## src/sv/wpsr_pkg.sv

```systemverilog
// wpsr_pkg: beat types, register map and phase codes of the wheel pwm soft-start ramp
// used by wpsr_cfg, wpsr_div and wheel_pwm_soft_start_ramp_top; no dependencies
package wpsr_pkg;

  typedef struct packed {
    logic              wheel;
    logic signed [7:0] velocity;
    logic [31:0]       now_ms;
  } in_beat_t;

  typedef struct packed {
    logic signed [8:0] pwm_out;
    logic [2:0]        motion_phase;
  } out_beat_t;

  typedef struct packed {
    logic [6:0]  dead_zone;
    logic [15:0] ramp_ms;
    logic [15:0] hold_ms;
    logic [7:0]  fwd_max_pwm;
    logic [7:0]  fwd_mid_pwm;
    logic [7:0]  rev_max_pwm;
    logic [7:0]  rev_mid_pwm;
    logic [7:0]  boost_delta;
  } cfg_regs_t;

  localparam int CFG_AW = 5;

  localparam logic [2:0] REG_DEAD_ZONE   = 3'd0;
  localparam logic [2:0] REG_RAMP_MS     = 3'd1;
  localparam logic [2:0] REG_HOLD_MS     = 3'd2;
  localparam logic [2:0] REG_FWD_MAX_PWM = 3'd3;
  localparam logic [2:0] REG_FWD_MID_PWM = 3'd4;
  localparam logic [2:0] REG_REV_MAX_PWM = 3'd5;
  localparam logic [2:0] REG_REV_MID_PWM = 3'd6;
  localparam logic [2:0] REG_BOOST_DELTA = 3'd7;

  localparam logic [6:0]  RST_DEAD_ZONE   = 7'd4;
  localparam logic [15:0] RST_RAMP_MS     = 16'd750;
  localparam logic [15:0] RST_HOLD_MS     = 16'd300;
  localparam logic [7:0]  RST_MAX_PWM     = 8'd160;
  localparam logic [7:0]  RST_MID_PWM     = 8'd150;
  localparam logic [7:0]  RST_BOOST_DELTA = 8'd10;

  localparam logic [2:0] PH_IDLE   = 3'd0;
  localparam logic [2:0] PH_ACCEL  = 3'd1;
  localparam logic [2:0] PH_HOLD   = 3'd2;
  localparam logic [2:0] PH_CRUISE = 3'd3;
  localparam logic [2:0] PH_BRAKE  = 3'd4;

  // divider: dividend up to 255 * 65535, divisor up to 65535
  localparam int DIV_NW = 24;
  localparam int DIV_DW = 16;
  localparam int DIV_CW = $clog2(DIV_NW);

  // division by 52 over 0..32640 as a multiply by ceil(2^21 / 52) and a shift
  localparam logic [15:0] SPEED_RECIP = 16'd40330;
  localparam int          SPEED_SHIFT = 21;

endpackage

```

## src/sv/wpsr_cfg.sv

```systemverilog
// wpsr_cfg: apb register bank holding the ramp and pwm settings
// depends on wpsr_pkg
module wpsr_cfg
  import wpsr_pkg::*;
(
  input  logic              clk,
  input  logic              rst_n,
  input  logic              psel,
  input  logic              penable,
  input  logic              pwrite,
  input  logic [CFG_AW-1:0] paddr,
  input  logic [31:0]       pwdata,
  output logic [31:0]       prdata,
  output logic              pready,
  output cfg_regs_t         regs
);

  cfg_regs_t   regs_r;
  logic [2:0]  idx;
  logic        wr_en;

  assign idx    = paddr[4:2];
  assign wr_en  = psel && penable && pwrite;
  assign pready = 1'b1;
  assign regs   = regs_r;

  always_ff @(posedge clk) begin
    if (!rst_n) begin
      regs_r.dead_zone   <= RST_DEAD_ZONE;
      regs_r.ramp_ms     <= RST_RAMP_MS;
      regs_r.hold_ms     <= RST_HOLD_MS;
      regs_r.fwd_max_pwm <= RST_MAX_PWM;
      regs_r.fwd_mid_pwm <= RST_MID_PWM;
      regs_r.rev_max_pwm <= RST_MAX_PWM;
      regs_r.rev_mid_pwm <= RST_MID_PWM;
      regs_r.boost_delta <= RST_BOOST_DELTA;
    end else if (wr_en) begin
      unique case (idx)
        REG_DEAD_ZONE:   regs_r.dead_zone   <= pwdata[6:0];
        REG_RAMP_MS:     regs_r.ramp_ms     <= pwdata[15:0];
        REG_HOLD_MS:     regs_r.hold_ms     <= pwdata[15:0];
        REG_FWD_MAX_PWM: regs_r.fwd_max_pwm <= pwdata[7:0];
        REG_FWD_MID_PWM: regs_r.fwd_mid_pwm <= pwdata[7:0];
        REG_REV_MAX_PWM: regs_r.rev_max_pwm <= pwdata[7:0];
        REG_REV_MID_PWM: regs_r.rev_mid_pwm <= pwdata[7:0];
        REG_BOOST_DELTA: regs_r.boost_delta <= pwdata[7:0];
        default: ;
      endcase
    end
  end

  always_comb begin
    unique case (idx)
      REG_DEAD_ZONE:   prdata = {25'd0, regs_r.dead_zone};
      REG_RAMP_MS:     prdata = {16'd0, regs_r.ramp_ms};
      REG_HOLD_MS:     prdata = {16'd0, regs_r.hold_ms};
      REG_FWD_MAX_PWM: prdata = {24'd0, regs_r.fwd_max_pwm};
      REG_FWD_MID_PWM: prdata = {24'd0, regs_r.fwd_mid_pwm};
      REG_REV_MAX_PWM: prdata = {24'd0, regs_r.rev_max_pwm};
      REG_REV_MID_PWM: prdata = {24'd0, regs_r.rev_mid_pwm};
      REG_BOOST_DELTA: prdata = {24'd0, regs_r.boost_delta};
      default:         prdata = 32'd0;
    endcase
  end

endmodule

```

## src/sv/wpsr_div.sv

```systemverilog
// wpsr_div: shared restoring divider, one quotient bit per cycle
// depends on wpsr_pkg
module wpsr_div
  import wpsr_pkg::*;
(
  input  logic              clk,
  input  logic              rst_n,
  input  logic              start,
  input  logic [DIV_NW-1:0] dividend,
  input  logic [DIV_DW-1:0] divisor,
  output logic              done,
  output logic [DIV_NW-1:0] quotient
);

  logic              busy_r, busy_nxt;
  logic              done_r, done_nxt;
  logic [DIV_CW-1:0] cnt_r, cnt_nxt;
  logic [DIV_NW-1:0] quo_r, quo_nxt;
  logic [DIV_DW-1:0] rem_r, rem_nxt;
  logic [DIV_DW-1:0] dvs_r, dvs_nxt;
  logic [DIV_DW:0]   trial;
  logic              fits;

  assign trial = {rem_r, quo_r[DIV_NW-1]};
  assign fits  = trial >= {1'b0, dvs_r};

  always_comb begin
    busy_nxt = busy_r;
    done_nxt = 1'b0;
    cnt_nxt  = cnt_r;
    quo_nxt  = quo_r;
    rem_nxt  = rem_r;
    dvs_nxt  = dvs_r;
    if (start) begin
      busy_nxt = 1'b1;
      cnt_nxt  = '0;
      quo_nxt  = dividend;
      rem_nxt  = '0;
      dvs_nxt  = divisor;
    end else if (busy_r) begin
      quo_nxt = {quo_r[DIV_NW-2:0], fits};
      rem_nxt = fits ? DIV_DW'(trial - {1'b0, dvs_r}) : trial[DIV_DW-1:0];
      cnt_nxt = cnt_r + 1'b1;
      if (cnt_r == DIV_CW'(DIV_NW - 1)) begin
        busy_nxt = 1'b0;
        done_nxt = 1'b1;
      end
    end
  end

  always_ff @(posedge clk) begin
    if (!rst_n) begin
      busy_r <= 1'b0;
      done_r <= 1'b0;
      cnt_r  <= '0;
    end else begin
      busy_r <= busy_nxt;
      done_r <= done_nxt;
      cnt_r  <= cnt_nxt;
    end
  end

  always_ff @(posedge clk) begin
    quo_r <= quo_nxt;
    rem_r <= rem_nxt;
    dvs_r <= dvs_nxt;
  end

  assign done     = done_r;
  assign quotient = quo_r;

  a_no_restart : assert property (@(posedge clk) disable iff (!rst_n)
    start |-> !busy_r) else $error("divider restarted while busy");
  a_start_busy : assert property (@(posedge clk) disable iff (!rst_n)
    start |=> busy_r) else $error("divider did not start");
  a_done_idle  : assert property (@(posedge clk) disable iff (!rst_n)
    done_r |-> !busy_r) else $error("divider done while busy");

endmodule

```

## src/sv/wheel_pwm_soft_start_ramp_top.sv

```systemverilog
// wheel_pwm_soft_start_ramp_top: per-wheel soft-start pwm profiler with sequencer and state
// depends on wpsr_pkg, wpsr_cfg, wpsr_div
//
//  channel  | ports                      | beat
//  ---------+----------------------------+--------------------------------
//  in       | in_valid/in_ready/in_data  | wheel, velocity, now_ms
//  out      | out_valid/out_ready/...    | pwm_out, motion_phase
//  cfg      | cfg_p* apb, 32 bit         | eight registers at 4*index
//
// an item for a valid wheel passes through load, target scaling by 52 (reciprocal multiply) for a
// speed outside the dead zone, evaluate, the shared divider for a ramp fraction while ramping, and
// writeback one item at a time; in_ready is high only when the sequencer is idle
// synchronous reset returns every wheel to idle, forward, level zero; no clearing pass
// a result waiting on out_ready holds only the writeback of the next item
module wheel_pwm_soft_start_ramp_top
  import wpsr_pkg::*;
#(
  parameter int NUM_WHEELS = 2
) (
  input  logic              clk,
  input  logic              rst_n,
  input  logic              in_valid,
  output logic              in_ready,
  input  in_beat_t          in_data,
  output logic              out_valid,
  input  logic              out_ready,
  output out_beat_t         out_data,
  input  logic              cfg_psel,
  input  logic              cfg_penable,
  input  logic              cfg_pwrite,
  input  logic [CFG_AW-1:0] cfg_paddr,
  input  logic [31:0]       cfg_pwdata,
  output logic [31:0]       cfg_prdata,
  output logic              cfg_pready
);

  localparam int WIDX_W = (NUM_WHEELS > 1) ? $clog2(NUM_WHEELS) : 1;

  localparam logic [2:0] S_IDLE = 3'd0;
  localparam logic [2:0] S_LOAD = 3'd1;
  localparam logic [2:0] S_TDIV = 3'd2;
  localparam logic [2:0] S_EVAL = 3'd3;
  localparam logic [2:0] S_RDIV = 3'd4;
  localparam logic [2:0] S_WB   = 3'd5;

  cfg_regs_t cfg;

  wpsr_cfg u_cfg (
    .clk     (clk),
    .rst_n   (rst_n),
    .psel    (cfg_psel),
    .penable (cfg_penable),
    .pwrite  (cfg_pwrite),
    .paddr   (cfg_paddr),
    .pwdata  (cfg_pwdata),
    .prdata  (cfg_prdata),
    .pready  (cfg_pready),
    .regs    (cfg)
  );

  // per-wheel state
  logic [7:0]  lvl_r   [NUM_WHEELS];
  logic [31:0] start_r [NUM_WHEELS];
  logic [2:0]  ph_r    [NUM_WHEELS];
  logic [7:0]  from_r  [NUM_WHEELS];
  logic [7:0]  tgt_r   [NUM_WHEELS];
  logic [7:0]  bst_r   [NUM_WHEELS];
  logic        rev_r   [NUM_WHEELS];

  logic [2:0]  state_r, state_nxt;
  logic        wheel_r;
  logic [7:0]  vel_r;
  logic [31:0] now_r;

  logic [7:0]  w_lvl_r, w_lvl_nxt;
  logic [31:0] w_start_r, w_start_nxt;
  logic [2:0]  w_ph_r, w_ph_nxt;
  logic [7:0]  w_from_r, w_from_nxt;
  logic [7:0]  w_tgt_r, w_tgt_nxt;
  logic [7:0]  w_bst_r, w_bst_nxt;
  logic        w_rev_r, w_rev_nxt;
  logic        tsign_r, tsign_nxt;
  logic [14:0] tprod_r, tprod_nxt;

  logic        out_valid_r, out_valid_nxt;
  out_beat_t   out_data_r, out_data_nxt;

  logic [WIDX_W-1:0] idx;
  logic              wheel_ok;
  logic              neg;
  logic [7:0]        mag;
  logic [7:0]        mx, md;
  logic signed [8:0] diff;
  logic signed [8:0] mul_a;
  logic signed [16:0] mul_b;
  logic signed [25:0] prod;
  logic [25:0]       prod_mag;
  logic [30:0]       tscale;
  logic [31:0]       elapsed;
  logic              in_ramp;
  logic              div_start, div_done;
  logic [DIV_DW-1:0] div_divisor;
  logic [DIV_NW-1:0] div_q;
  logic signed [11:0] qs, tsum;
  logic [7:0]        tgt_c;
  logic [8:0]        bsum;
  logic [8:0]        lvl9;
  logic              wb_fire;

  assign idx      = WIDX_W'(wheel_r);
  assign wheel_ok = (32'(wheel_r) < 32'(NUM_WHEELS));
  assign neg      = vel_r[7];
  assign mag      = neg ? 8'(~vel_r + 8'd1) : vel_r;
  assign mx       = neg ? cfg.rev_max_pwm : cfg.fwd_max_pwm;
  assign md       = neg ? cfg.rev_mid_pwm : cfg.fwd_mid_pwm;
  assign diff     = $signed({1'b0, mx}) - $signed({1'b0, md});
  assign elapsed  = now_r - w_start_r;
  assign in_ramp  = elapsed < {16'd0, cfg.ramp_ms};

  // shared multiplier: speed scaling in load, ramp fraction in evaluate
  always_comb begin
    if (state_r == S_EVAL) begin
      mul_a = $signed({1'b0, (w_ph_r == PH_ACCEL) ? w_bst_r : w_from_r});
      mul_b = $signed({1'b0, elapsed[15:0]});
    end else begin
      mul_a = $signed({1'b0, mag});
      mul_b = 17'(diff);
    end
  end

  assign prod     = mul_a * mul_b;
  assign prod_mag = prod[25] ? 26'(-prod) : 26'(prod);
  assign tscale   = 31'(tprod_r) * 31'(SPEED_RECIP);

  assign div_divisor = cfg.ramp_ms;

  wpsr_div u_div (
    .clk      (clk),
    .rst_n    (rst_n),
    .start    (div_start),
    .dividend (prod_mag[DIV_NW-1:0]),
    .divisor  (div_divisor),
    .done     (div_done),
    .quotient (div_q)
  );

  // target and boost from the scaled speed
  always_comb begin
    qs   = $signed({2'b00, tscale[SPEED_SHIFT +: 10]});
    tsum = $signed({4'd0, md}) + (tsign_r ? -qs : qs);
    if (tsum[11]) begin
      tgt_c = 8'd0;
    end else if (tsum > 12'sd255) begin
      tgt_c = 8'd255;
    end else begin
      tgt_c = tsum[7:0];
    end
    bsum = {1'b0, tgt_c} + {1'b0, cfg.boost_delta};
  end

  assign wb_fire = (state_r == S_WB) && (!out_valid_r || out_ready);
  assign lvl9    = {1'b0, w_lvl_r};

  always_comb begin
    state_nxt   = state_r;
    w_lvl_nxt   = w_lvl_r;
    w_start_nxt = w_start_r;
    w_ph_nxt    = w_ph_r;
    w_from_nxt  = w_from_r;
    w_tgt_nxt   = w_tgt_r;
    w_bst_nxt   = w_bst_r;
    w_rev_nxt   = w_rev_r;
    tsign_nxt   = tsign_r;
    tprod_nxt   = tprod_r;
    div_start   = 1'b0;
    out_valid_nxt = out_valid_r && !out_ready;
    out_data_nxt  = out_data_r;
    unique case (state_r)
      S_IDLE: begin
        if (in_valid) begin
          state_nxt = S_LOAD;
        end
      end
      S_LOAD: begin
        if (!wheel_ok) begin
          state_nxt = S_WB;
        end else begin
          w_lvl_nxt   = lvl_r[idx];
          w_start_nxt = start_r[idx];
          w_ph_nxt    = ph_r[idx];
          w_from_nxt  = from_r[idx];
          w_tgt_nxt   = tgt_r[idx];
          w_bst_nxt   = bst_r[idx];
          w_rev_nxt   = rev_r[idx];
          if (neg != rev_r[idx]) begin
            w_rev_nxt   = neg;
            w_ph_nxt    = PH_BRAKE;
            w_from_nxt  = lvl_r[idx];
            w_start_nxt = now_r;
          end
          if (mag > {1'b0, cfg.dead_zone}) begin
            if (w_ph_nxt == PH_IDLE) begin
              w_ph_nxt    = PH_ACCEL;
              w_start_nxt = now_r;
            end
            tsign_nxt = prod[25];
            tprod_nxt = prod_mag[14:0];
            state_nxt = S_TDIV;
          end else begin
            if (w_ph_nxt != PH_BRAKE && lvl_r[idx] != 8'd0) begin
              w_ph_nxt    = PH_BRAKE;
              w_from_nxt  = lvl_r[idx];
              w_start_nxt = now_r;
            end
            state_nxt = S_EVAL;
          end
        end
      end
      S_TDIV: begin
        w_tgt_nxt = tgt_c;
        w_bst_nxt = (bsum > {1'b0, mx}) ? mx : bsum[7:0];
        state_nxt = S_EVAL;
      end
      S_EVAL: begin
        state_nxt = S_WB;
        case (w_ph_r)
          PH_ACCEL: begin
            if (in_ramp) begin
              div_start = 1'b1;
              state_nxt = S_RDIV;
            end else begin
              w_lvl_nxt   = w_bst_r;
              w_ph_nxt    = PH_HOLD;
              w_start_nxt = now_r;
            end
          end
          PH_HOLD: begin
            if (elapsed >= {16'd0, cfg.hold_ms}) begin
              w_ph_nxt  = PH_CRUISE;
              w_lvl_nxt = w_tgt_r;
            end
          end
          PH_CRUISE: w_lvl_nxt = w_tgt_r;
          PH_BRAKE: begin
            if (in_ramp) begin
              div_start = 1'b1;
              state_nxt = S_RDIV;
            end else begin
              w_lvl_nxt = 8'd0;
              w_ph_nxt  = PH_IDLE;
            end
          end
          default: ;
        endcase
      end
      S_RDIV: begin
        if (div_done) begin
          w_lvl_nxt = (w_ph_r == PH_ACCEL) ? div_q[7:0] : w_from_r - div_q[7:0];
          state_nxt = S_WB;
        end
      end
      S_WB: begin
        if (wb_fire) begin
          out_valid_nxt = 1'b1;
          if (wheel_ok) begin
            out_data_nxt.pwm_out      = w_rev_r ? 9'(-lvl9) : lvl9;
            out_data_nxt.motion_phase = w_ph_r;
          end else begin
            out_data_nxt.pwm_out      = 9'sd0;
            out_data_nxt.motion_phase = PH_IDLE;
          end
          state_nxt = S_IDLE;
        end
      end
      default: state_nxt = S_IDLE;
    endcase
  end

  always_ff @(posedge clk) begin
    if (!rst_n) begin
      state_r     <= S_IDLE;
      out_valid_r <= 1'b0;
    end else begin
      state_r     <= state_nxt;
      out_valid_r <= out_valid_nxt;
    end
  end

  always_ff @(posedge clk) begin
    if (in_valid && in_ready) begin
      wheel_r <= in_data.wheel;
      vel_r   <= in_data.velocity;
      now_r   <= in_data.now_ms;
    end
    w_lvl_r    <= w_lvl_nxt;
    w_start_r  <= w_start_nxt;
    w_ph_r     <= w_ph_nxt;
    w_from_r   <= w_from_nxt;
    w_tgt_r    <= w_tgt_nxt;
    w_bst_r    <= w_bst_nxt;
    w_rev_r    <= w_rev_nxt;
    tsign_r    <= tsign_nxt;
    tprod_r    <= tprod_nxt;
    out_data_r <= out_data_nxt;
  end

  always_ff @(posedge clk) begin
    if (!rst_n) begin
      for (int i = 0; i < NUM_WHEELS; i++) begin
        lvl_r[i]   <= 8'd0;
        start_r[i] <= 32'd0;
        ph_r[i]    <= PH_IDLE;
        from_r[i]  <= 8'd0;
        tgt_r[i]   <= 8'd0;
        bst_r[i]   <= 8'd0;
        rev_r[i]   <= 1'b0;
      end
    end else if (wb_fire && wheel_ok) begin
      lvl_r[idx]   <= w_lvl_r;
      start_r[idx] <= w_start_r;
      ph_r[idx]    <= w_ph_r;
      from_r[idx]  <= w_from_r;
      tgt_r[idx]   <= w_tgt_r;
      bst_r[idx]   <= w_bst_r;
      rev_r[idx]   <= w_rev_r;
    end
  end

  assign in_ready  = (state_r == S_IDLE);
  assign out_valid = out_valid_r;
  assign out_data  = out_data_r;

  a_accept_load : assert property (@(posedge clk) disable iff (!rst_n)
    in_valid && in_ready |=> state_r == S_LOAD) else $error("accepted beat not loaded");
  a_done_wait   : assert property (@(posedge clk) disable iff (!rst_n)
    div_done |-> state_r == S_RDIV)
    else $error("quotient arrived with nobody waiting");
  a_idle_zero   : assert property (@(posedge clk) disable iff (!rst_n)
    out_valid && out_data.motion_phase == PH_IDLE |-> out_data.pwm_out == 9'sd0)
    else $error("idle wheel driven");

endmodule

```

## config.mk

```make
export PLATFORM = sky130hd
export DESIGN_NAME = wheel_pwm_soft_start_ramp_top
export DESIGN_NICKNAME = d
export VERILOG_FILES = /design/src/sv/wpsr_pkg.sv /design/src/sv/wpsr_cfg.sv /design/src/sv/wpsr_div.sv /design/src/sv/wheel_pwm_soft_start_ramp_top.sv
export SDC_FILE = /design/constraint.sdc
export NUM_CORES = 2
export LEC_CHECK = 0
export BUFFER_PORTS_ARGS = -buffer_cell sky130_fd_sc_hd__buf_2
export CORE_AREA = 2 2 230 232
export CTS_CLUSTER_SIZE = 24
export DETAILED_ROUTE_END_ITERATION = 12
export DIE_AREA = 0 0 232 234
export GPL_TIMING_DRIVEN = 0
export PLACE_DENSITY = 0.91
export SETUP_SLACK_MARGIN = 0.15
export SLEW_MARGIN = 20
export SYNTH_ARGS = -nofsm -noshare
export SYNTH_HDL_FRONTEND = slang
export SYNTH_SLANG_ARGS = --single-unit
```

## constraint.sdc

```tcl
create_clock -name clk -period 14.3 [get_ports clk]
set_clock_uncertainty 0.2 [all_clocks]
set_input_delay 0.715 -clock clk [delete_from_list [all_inputs] [get_ports clk]]
set_output_delay 0.715 -clock clk [all_outputs]
set_load 0.01 [all_outputs]
```

==> summary.txt <==
Syn Std Cell Area - 32800 µm²
top cell type's share of synthesized area - 28.4%
Post-synth EDFFs - 311
vias in the first global route - 26600
number of DRC markers in iteration 0 - 3394
Root Driver - clkbuf_16
final core occ - 69.0%
most frequent cell after synthesis - inv_1
Mapped Cells - 3371
final-report max-slew violation count - 0
die area - 54300 µm²
Initial DRT Pass Iterations - 9
Layout fillers - 3605
# port buffers - 86
Post-CTS Repair Setup Buffers - 0
CORE AREA - 52000 µm²
WL/cell - 21.1 µm
TritonCTS Sinks - 420
Critical Path Sink Type - register
fmax - 78.9 MHz
Setup WS pre-CTS - 1960 ps
Die Y - 234 µm
DRT Wirelength - 89.7 mm
I/O Pins - 132
# H-tree levels - 2
CP Max Fanout - 10
initial antenna violation count - 0
clk_lat worst skew - 600 ps
Starting Density - 63.1%
Clock transition at path regs - 70 ps
final layout net count - 4095
# setup viols final - 0
hold_buf cts - 0
TNS Setup - 0 ps
final hold vios - 0
GRT Overall Usage - 33.2%
global route overflow - 0
Synth cell types - 83
Most used DFF post-synth - edfxtp_1
Seq/Total Area, Yosys - 35.1%
Max clock buf depth - 3
Mapped Avg Cell Area - 9.74 µm²
Worst-Margin Slew - 1210 ps
Synth warnings - 0
CP Class - reg2reg
Setup crit start kind - register
CTS resizes - 0
Critical Path RT - 14400 ps
Post-route DRC - 0
RSZ-0062 raised after global routing - no
ys async rst share - 0%
layout cell share with drive strength beyond 1 - 7.89%
vias per inst - 6.27
FF+latch count, synth - 420
Finished Cell Area - 35900 µm²
placed instance area - 34400 µm²
Die Width - 232 µm
P&R area growth vs syn - 9.27%
maxcap violations - 0
post-route ant nets - 0
Tmin final - 12670 ps
part of the cycle the worst path needs - 88.6%
outcome - finished, final reports clean
Final WS setup - 1630 ps
min-delay worst type - in2reg
top post-synthesis cells by area - edfxtp_1 (28%), ha_1 (12%), fa_1 (11%)
TritonCTS clock tree - done
largest net degree at the start of global routing - 39
FP Rows - 84
slowest stage cell on the critical path - edfxtp_1
# diodes - 0
post-synth top area cell - edfxtp_1
hpwl dp - 66.9 mm
CTS buffer count - 43
arrival time worst endpoint - 12770 ps
vias - 26700
Synth top cells by count - inv_1 (428), edfxtp_1 (311), nand2_1 (309)
most used cell, CP - fa_1
slew margin rel. - 18.5%
Final GP Congestion - 0.973
Crit path largest cell delay - 640 ps
first-pass GRT wire length - 141 mm
-- per-stage QoR --
stage,hold WS [ps],std cells
floorplan,224,3386
global placement,244,4160
detailed placement,257,4171
CTS,88.0,4251
global route,83.9,4251
finish,98.7,4251
-- registers in the layout, summed over array words and instances, names as in the netlist, 8 cells and up, named ones only --
signal          count
bst_r              16
from_r             16
lvl_r              16
now_r              32
out_data           12
start_r            64
tgt_r              16
tprod_r            15
u_cfg.regs         79
u_div.dvs_r        16
u_div.quotient     24
u_div.rem_r        16
vel_r               8
w_bst_r             8
w_from_r            8
w_lvl_r             8
w_start_r          32
w_tgt_r             8
-- cells by family after synthesis --
family          synth area share [%]
simple gates                    14.1
xor+xnor                        3.09
buf+inv                         6.72
mux                             5.86
flops                           35.1
other cells                   0.0229
compound gates                  12.7
fa+ha+maj                       22.4
-- worst paths after layout --
check | cells after the start | to | slack [ps] | start
setup / recovery | 48 | w_bst_r[7]$_DFFE_PP_ | 1630 | tprod_r[3]$_DFFE_PP_
hold / removal | 1 | now_r[14]$_DFFE_PP_ | 100 | in_data[14]
setup reg to reg | 48 | w_bst_r[7]$_DFFE_PP_ | 1630 | tprod_r[3]$_DFFE_PP_
hold reg to reg | 2 | u_cfg.regs[41]$_SDFFE_PN0P_ | 270 | u_cfg.regs[41]$_SDFFE_PN0P_
-- cells in the final DEF, fill, tap and decap left out, types with 47 or more instances in the layout --
cell type | Yosys | layout
xnor2_1 | 77 | 77
nor2_1 | 224 | 223
nor3_1 | 78 | 72
mux2i_1 | 117 | 117
buf_2 | 4 | 90
and2_1 | 124 | 123
nand2_1 | 309 | 308
a211oi_1 | 48 | 47
o21ai_0 | 112 | 111
inv_1 | 428 | 428
ha_1 | 303 | 303
dfxtp_1 | 109 | 109
a21oi_1 | 190 | 189
edfxtp_1 | 311 | 311
nor2b_1 | 59 | 59
fa_1 | 179 | 179
clkbuf_1 | 111 | 116
-- cell type report --
cell class                      count  area [µm²]  share of cell area, %
Tap cell                          688         861                   2.40
Inverter                          430        1610                   4.50
Clock inverter                     26         235                  0.655
Sequential cell                   420       11500                   32.1
Buffer                            138         594                   1.66
Timing Repair Buffer               97         606                   1.69
Multi-Input combinational cell   2398       19300                   53.6
Clock buffer                       54        1210                   3.37
-- routing by layer --
| layer | global-route usage [%] | up-vias | share of wire, % |
|---|---|---|---|
| met5 | 0 | - | 0 |
| met4 | 18.8 | 0 | 6.0 |
| met1 | 42.4 | 12700 | 38 |
| met2 | 53.8 | 1670 | 46 |
| met3 | 5.85 | 381 | 11 |
| li1 | - | 11900 | - |
-- worst max-delay path, delay by kind of cell, from the launching register on --
kind	cells	cell delay, ps
and+or+nand+nor	5	1040
muxes	1	350
adders and majority gates	12	4760
xor gates and xnor gates	3	750
AOI/OAI and AO/OA	19	3490
DFF	1	640
buffers and inverters	8	1160
Power is not shown: default switching activity piles up to over one toggle a cycle in this logic, so the estimate is an artifact.
